**src/rtl/blr_pkg.sv**
```systemverilog
package blr_pkg;

  // Coordinate width and derived datapath widths
  localparam int COORD_BITS = 12;
  localparam int DELTA_W    = COORD_BITS + 1;  // signed endpoint difference
  localparam int INC_S_W    = COORD_BITS + 2;  // straight increment, 2*|minor|
  localparam int ERR_W      = COORD_BITS + 4;  // signed error term and diagonal increment

  typedef logic signed [COORD_BITS-1:0] coord_t;
  typedef logic signed [ERR_W-1:0]      err_t;
  typedef logic        [INC_S_W-1:0]    inc_s_t;

  // Input opcodes
  typedef enum logic {
    OP_LOAD = 1'b0,
    OP_STEP = 1'b1
  } op_e;

endpackage

```
**src/rtl/bresenham_line_rasterizer.sv**
```systemverilog
// Bresenham line rasterizer.
// Input channel (in_valid_i / in_stall_o): opcode_i = OP_LOAD latches the
// endpoints x_start/y_start and x_end/y_end and sets up the line without a
// result; opcode_i = OP_STEP emits the next raster point of the active line.
// A step with no active line is consumed silently.
// Output channel (out_valid_o / out_stall_i): one transaction per point,
// point_x_o/point_y_o plus last_point_o on the end point, after which the
// line goes inactive. Every point appears once; a zero-length line gives a
// single point flagged last.
// Each point is registered in the output register or, under stall, the skid entry.
// Throughput: one item per cycle while in_stall_o is low; all setup and the error update are one
// pass of logic between the line state registers and the output register.
// The output register is backed by a one-entry skid register, so in_stall_o
// is registered and rises once a point lands in the skid entry while the
// receiver stalls a full output register; it clears the cycle after the
// receiver takes a point.
// Reset clears the active-line flag and both output entries; no line is
// active until the first load.
module bresenham_line_rasterizer
  import blr_pkg::*;
(
  input  logic                         clk_i,
  input  logic                         rst_ni,
  input  logic                         in_valid_i,
  output logic                         in_stall_o,
  input  logic                         opcode_i,
  input  logic signed [COORD_BITS-1:0] x_start_i,
  input  logic signed [COORD_BITS-1:0] y_start_i,
  input  logic signed [COORD_BITS-1:0] x_end_i,
  input  logic signed [COORD_BITS-1:0] y_end_i,
  output logic                         out_valid_o,
  input  logic                         out_stall_i,
  output logic signed [COORD_BITS-1:0] point_x_o,
  output logic signed [COORD_BITS-1:0] point_y_o,
  output logic                         last_point_o
);

  // Line state
  logic   active_q, active_d;
  coord_t cur_x_q, cur_x_d, cur_y_q, cur_y_d;
  coord_t tgt_x_q, tgt_x_d, tgt_y_q, tgt_y_d;
  err_t   err_q, err_d, inc_d_q, inc_d_d;
  inc_s_t inc_s_q, inc_s_d;
  logic   neg_x_q, neg_x_d, neg_y_q, neg_y_d, maj_x_q, maj_x_d;

  // Output register and skid entry
  logic   out_vld_q, out_vld_d, skid_vld_q, skid_vld_d;
  coord_t out_x_q, out_x_d, out_y_q, out_y_d, skid_x_q, skid_x_d, skid_y_q, skid_y_d;
  logic   out_last_q, out_last_d, skid_last_q, skid_last_d;

  logic   in_acc;
  logic   is_load;

  // Load setup signals
  logic signed [DELTA_W-1:0] dx, dy;
  logic [COORD_BITS-1:0]     adx, ady, amaj, amin;
  logic                      ld_maj_x;

  // Step signals
  logic   at_end;
  coord_t step_x, step_y;
  logic   res_vld, res_last;
  coord_t res_x, res_y;
  err_t   inc_s_ext;

  assign in_acc  = in_valid_i && !in_stall_o;
  assign is_load = (opcode_i == OP_LOAD);

  // Endpoint deltas, magnitudes and major axis
  always_comb begin
    dx       = DELTA_W'(x_end_i) - DELTA_W'(x_start_i);
    dy       = DELTA_W'(y_end_i) - DELTA_W'(y_start_i);
    adx      = dx[DELTA_W-1] ? COORD_BITS'(-dx) : COORD_BITS'(dx);
    ady      = dy[DELTA_W-1] ? COORD_BITS'(-dy) : COORD_BITS'(dy);
    ld_maj_x = adx > ady;
    amaj     = ld_maj_x ? adx : ady;
    amin     = ld_maj_x ? ady : adx;
  end

  // Step: end test, axis moves and error update
  always_comb begin
    at_end    = maj_x_q ? (cur_x_q == tgt_x_q) : (cur_y_q == tgt_y_q);
    step_x    = neg_x_q ? cur_x_q - coord_t'(1) : cur_x_q + coord_t'(1);
    step_y    = neg_y_q ? cur_y_q - coord_t'(1) : cur_y_q + coord_t'(1);
    inc_s_ext = err_t'(inc_s_q);
  end

  // Next line state and result of the accepted item
  always_comb begin
    active_d = active_q;
    cur_x_d  = cur_x_q;
    cur_y_d  = cur_y_q;
    tgt_x_d  = tgt_x_q;
    tgt_y_d  = tgt_y_q;
    err_d    = err_q;
    inc_s_d  = inc_s_q;
    inc_d_d  = inc_d_q;
    neg_x_d  = neg_x_q;
    neg_y_d  = neg_y_q;
    maj_x_d  = maj_x_q;
    res_vld  = 1'b0;
    res_last = at_end;
    res_x    = at_end ? tgt_x_q : cur_x_q;
    res_y    = at_end ? tgt_y_q : cur_y_q;
    if (in_acc) begin
      if (is_load) begin
        active_d = 1'b1;
        cur_x_d  = x_start_i;
        cur_y_d  = y_start_i;
        tgt_x_d  = x_end_i;
        tgt_y_d  = y_end_i;
        neg_x_d  = (dx <= 0);
        neg_y_d  = (dy <= 0);
        maj_x_d  = ld_maj_x;
        inc_s_d  = {1'b0, amin, 1'b0};
        err_d    = err_t'({amin, 1'b0}) - err_t'(amaj);
        inc_d_d  = err_t'({amin, 1'b0}) - err_t'({amaj, 1'b0});
      end else if (active_q) begin
        res_vld = 1'b1;
        if (at_end) begin
          active_d = 1'b0;
        end else begin
          // Diagonal move when the error is positive
          if (err_q > 0) begin
            err_d = err_q + inc_d_q;
            if (maj_x_q) begin
              cur_y_d = step_y;
            end else begin
              cur_x_d = step_x;
            end
          end else begin
            err_d = err_q + inc_s_ext;
          end
          if (maj_x_q) begin
            cur_x_d = step_x;
          end else begin
            cur_y_d = step_y;
          end
        end
      end
    end
  end

  // Output register with skid entry
  always_comb begin
    out_vld_d   = out_vld_q;
    out_x_d     = out_x_q;
    out_y_d     = out_y_q;
    out_last_d  = out_last_q;
    skid_vld_d  = skid_vld_q;
    skid_x_d    = skid_x_q;
    skid_y_d    = skid_y_q;
    skid_last_d = skid_last_q;
    if (!out_vld_q || !out_stall_i) begin
      if (skid_vld_q) begin
        out_vld_d   = 1'b1;
        out_x_d     = skid_x_q;
        out_y_d     = skid_y_q;
        out_last_d  = skid_last_q;
        skid_vld_d  = res_vld;
        skid_x_d    = res_x;
        skid_y_d    = res_y;
        skid_last_d = res_last;
      end else begin
        out_vld_d  = res_vld;
        out_x_d    = res_x;
        out_y_d    = res_y;
        out_last_d = res_last;
      end
    end else if (res_vld) begin
      skid_vld_d  = 1'b1;
      skid_x_d    = res_x;
      skid_y_d    = res_y;
      skid_last_d = res_last;
    end
  end

  // Control registers
  always_ff @(posedge clk_i or negedge rst_ni) begin
    if (!rst_ni) begin
      active_q   <= 1'b0;
      out_vld_q  <= 1'b0;
      skid_vld_q <= 1'b0;
    end else begin
      active_q   <= active_d;
      out_vld_q  <= out_vld_d;
      skid_vld_q <= skid_vld_d;
    end
  end

  // Datapath registers
  always_ff @(posedge clk_i) begin
    cur_x_q     <= cur_x_d;
    cur_y_q     <= cur_y_d;
    tgt_x_q     <= tgt_x_d;
    tgt_y_q     <= tgt_y_d;
    err_q       <= err_d;
    inc_s_q     <= inc_s_d;
    inc_d_q     <= inc_d_d;
    neg_x_q     <= neg_x_d;
    neg_y_q     <= neg_y_d;
    maj_x_q     <= maj_x_d;
    out_x_q     <= out_x_d;
    out_y_q     <= out_y_d;
    out_last_q  <= out_last_d;
    skid_x_q    <= skid_x_d;
    skid_y_q    <= skid_y_d;
    skid_last_q <= skid_last_d;
  end

  assign in_stall_o   = skid_vld_q;
  assign out_valid_o  = out_vld_q;
  assign point_x_o    = out_x_q;
  assign point_y_o    = out_y_q;
  assign last_point_o = out_last_q;

endmodule

```
**config.mk**
```make
export PLATFORM = sky130hd
export DESIGN_NAME = bresenham_line_rasterizer
export DESIGN_NICKNAME = d
export VERILOG_FILES = /design/src/rtl/blr_pkg.sv /design/src/rtl/bresenham_line_rasterizer.sv
export SDC_FILE = /design/constraint.sdc
export NUM_CORES = 1
export LEC_CHECK = 0
export BUFFER_PORTS_ARGS = -buffer_cell sky130_fd_sc_hd__buf_2
export CORE_UTILIZATION = 62
export CTS_CLUSTER_DIAMETER = 80
export DETAILED_ROUTE_END_ITERATION = 10
export GPL_ROUTABILITY_DRIVEN = 0
export GPL_TIMING_DRIVEN = 0
export HOLD_SLACK_MARGIN = 0.03
export PLACE_DENSITY = 0.91
export SYNTH_ARGS = -nofsm -noshare
export SYNTH_HDL_FRONTEND = slang
export SYNTH_SLANG_ARGS = --single-unit
```
**constraint.sdc**
```tcl
create_clock -name clk_i -period 12.8 [get_ports clk_i]
set_input_delay 2.56 -clock clk_i [delete_from_list [all_inputs] [get_ports clk_i]]
set_output_delay 2.56 -clock clk_i [all_outputs]
set_load 0.03 [all_outputs]
```
==> flow_metrics.env <==
export IMPL_path_clk_slew_ps=60
export IMPL_synth_mux_area_frac=0.0793
export IMPL_fmax_ghz=0.0828
export IMPL_biggestRegsByFlops="err_q x16, inc_d_q x13"
export IMPL_cp_slowest_cell="a31oi_1"
export IMPL_ctsHoldBuffers=0
export IMPL_fin_nets=1302
export IMPL_cts_setup_buffers=0
export IMPL_vdd_drop_max_mv=0.148
export IMPL_cts_htree_levels=4
export IMPL_cts_sinks=145
export IMPL_hold_path_class="reg2reg"
export IMPL_yosysUniqueCellTypes=91
export IMPL_outcome="finished, violations left"
export IMPL_synth_warnings=0
export IMPL_cts_tree="built"
export IMPL_rsz0062_at_grt="false"
export IMPL_worst_slack_ps=719
export IMPL_fin_setup_tns_ps=0
export IMPL_synth_top_area_frac=0.392
export IMPL_relSlewSlack=0.0975
export IMPL_total_leakage_power_uw=0.00495
export IMPL_synth_xor_area_share=0.0893
export IMPL_fp_dieH_um=134
export IMPL_vias=9245
export IMPL_drtIter0Drc=1210
export IMPL_synth_nets=1202
export IMPL_synth_area_leaders="edfxtp_1 (39%), ha_1 (9.6%), mux2_2 (6.9%)"
export IMPL_routed_wl_um=29600
export IMPL_postRouteAntennaNets=0
export IMPL_antenna_found_initial=1
export IMPL_period_share=0.944
export IMPL_cts_resized_gates=0
export IMPL_dp_final_hpwl_um=21500
export IMPL_syn_area_sq_um=10900
export IMPL_io_buffer_count=78
export IMPL_io_pin_count=80
export IMPL_gr_total_overflow=0
export IMPL_synth_edff_count=142
export IMPL_post_route_min_period_ps=12080
export IMPL_cp_required_ps=12970
export IMPL_synth_top_family_by_area="compound AO/OA/AOI/OAI gates"
export IMPL_row_count=48
export IMPL_largest_reg_flops=16
export IMPL_dr_pass1_iters=9
export IMPL_syn_to_final_growth_pct=12.1
export IMPL_largest_register="err_q"
export IMPL_worstPathArrival_ps=12250
export IMPL_die_area_sq_um=18100
export IMPL_failed_checks="DRC"
export IMPL_via_per_inst=6.61
export IMPL_synthArstFlopShare=0.0207
export IMPL_final_cells=1399
export IMPL_grt_start_max_net_pins=30
export IMPL_avgSynthCellArea_sq_um=10.3
export IMPL_grt_pass1_wl_um=46300
export IMPL_synth_largest_area_cell="edfxtp_1"
export IMPL_synth_ff_type="edfxtp_1"
export IMPL_clkLatencyLatePin_ps=440
export IMPL_post_route_util=0.707
export IMPL_path_class="in2reg"
export IMPL_dp_cells=1366
export IMPL_synth_cells=1060
export IMPL_remaining_drc_errors=1
export IMPL_wl_per_cell_um=21.2
export IMPL_synth_fa_ha_area_frac=0.108
export IMPL_grt_pass1_vias=9132
export IMPL_tightest_slew_ps=1340
export IMPL_numCtsBuffers=17
export IMPL_slowest_delay_ps=710
export IMPL_hold_viol_final=0
export IMPL_holdWs_ps=555
export IMPL_drive_gt1_frac=0.180
export IMPL_die_x_um=134
export IMPL_setup_viol=0
export IMPL_p_per_area_nw_per_um2=257
export IMPL_cp_common_cell="a21oi_1"
export IMPL_yosysSeqAreaShare=0.399
export IMPL_dp_slack_ps=720
export IMPL_synth_compound_gate_area_share=0.167
export IMPL_clockBufferDepth=2
export IMPL_synth_simple_area_share=0.117
export IMPL_max_cap_viol_count=0
export IMPL_grt_util_all_layers=0.336
export IMPL_critPathCaptureType="register"
export IMPL_yosys_register_bits=145
export IMPL_start_util=0.631
export IMPL_maxSlewViolCount=0
export IMPL_core_area_sq_um=17200
export IMPL_crit_fanout=10
export IMPL_cts_root_buffer="clkbuf_16"
export IMPL_finalClockSkew_ps=14.2
export IMPL_cp_start_kind="input port"
-- where the power goes --
group	switching [uW]	total (uW)	internal, uW
Clock	216	506	290
Combinational	1090	1870	777
Sequential	56.4	755	698
-- per-stage QoR --
stage | cell area (sq um) | total power [uW]
floorplan | 10900 | 2170
global placement | 11500 | 2460
detailed placement | 11600 | 2550
CTS | 12200 | 3080
global route | 12200 | 3300
finish | 12200 | 3130
-- final timing paths --
| kind | startpoint | to | slack, ps | cells after the start |
|---|---|---|---|---|
| min | skid_x_q[9]$_DFFE_PP_ | point_x_o[9]$_DFFE_PP_ | 550 | 1 |
| max in group asynchronous | rst_ni | out_valid_o$_DFFE_PN0P_ | 10760 | 1 |
| min reg2reg | skid_x_q[9]$_DFFE_PP_ | point_x_o[9]$_DFFE_PP_ | 550 | 1 |
| max | y_end_i[0] | err_q[12]$_DFFE_PP_ | 720 | 40 |
| min in group asynchronous | rst_ni | active_q$_DFFE_PN0P_ | 1920 | 1 |
| max reg2reg | err_q[2]$_DFFE_PP_ | err_q[15]$_DFFE_PP_ | 7430 | 19 |
-- cells in the mapped netlist (all sizes together), types with 4 or more instances --
| master | number |
|---|---|
| inv | 76 |
| mux2i | 8 |
| a41oi | 4 |
| xor2 | 34 |
| nand2 | 80 |
| xnor2 | 76 |
| o211ai | 7 |
| o21a | 6 |
| a31oi | 9 |
| nor2b | 9 |
| nor3b | 4 |
| nor2 | 70 |
| or2 | 5 |
| o2111ai | 4 |
| and2 | 12 |
| nand2b | 9 |
| or3 | 12 |
| mux2 | 68 |
| o31a | 5 |
| fa | 6 |
| nor3 | 11 |
| a21oi | 78 |
| a21o | 22 |
| nand4 | 5 |
| clkbuf | 18 |
| o22ai | 4 |
| nand3 | 17 |
| a211oi | 7 |
| ha | 83 |
| nor4 | 14 |
| edfxtp | 142 |
| o21ai | 62 |
| o21bai | 30 |
| buf | 12 |
| and3 | 7 |
-- cells by family after synthesis --
group,after synthesis
AO/OA/AOI/OAI,271
buffers and inverters,107
XOR/XNOR,110
multiplexers,76
adder cells (fa/ha/maj),90
flip-flops,145
AND/OR/NAND/NOR,261
-- area by class of cell --
type | instances | area [sq um]
inverters | 77 | 292
repair buffers | 81 | 440
clock buffers | 19 | 433
fillers | 1138 | 5050
well taps | 225 | 282
diodes | 1 | 2.50
clock inverters | 13 | 149
flip-flops and latches | 145 | 4340
plain buffers | 30 | 145
multi-input cells | 808 | 6110
-- metal layers --
| metal | vias to the layer above | global-route usage | wire (um) |
|---|---|---|---|
| li1 | 4116 | - | - |
| met1 | 4353 | 0.402 | 10900 |
| met2 | 637 | 0.567 | 14400 |
| met3 | 139 | 0.0692 | 2970 |
| met4 | 0 | 0.182 | 1410 |
| met5 | - | 0 | 0 |
-- placed cells by master (no fill, tap or decap), drive strengths merged, types with 11 or more instances in the layout --
cell type,netlist,final
a21o,22,22
xnor2,76,76
buf,12,93
mux2,68,68
inv,76,81
nor4,14,14
or3,12,12
o21ai,62,62
xor2,34,34
nor3,11,11
clkbuf,18,37
ha,83,83
and2,12,12
nand2,80,80
nor2,70,70
edfxtp,142,142
nand3,17,17
a21oi,78,78
o21bai,30,30
-- critical path: cells and delay by family --
kind | cells | cell delay (ps)
compound gates | 16 | 3960
xor+xnor | 2 | 650
fa+ha+maj | 4 | 1220
buf+inv | 9 | 1980
mux | 1 | 290
simple gates | 8 | 1580
Power figures use the tool's default switching activity.
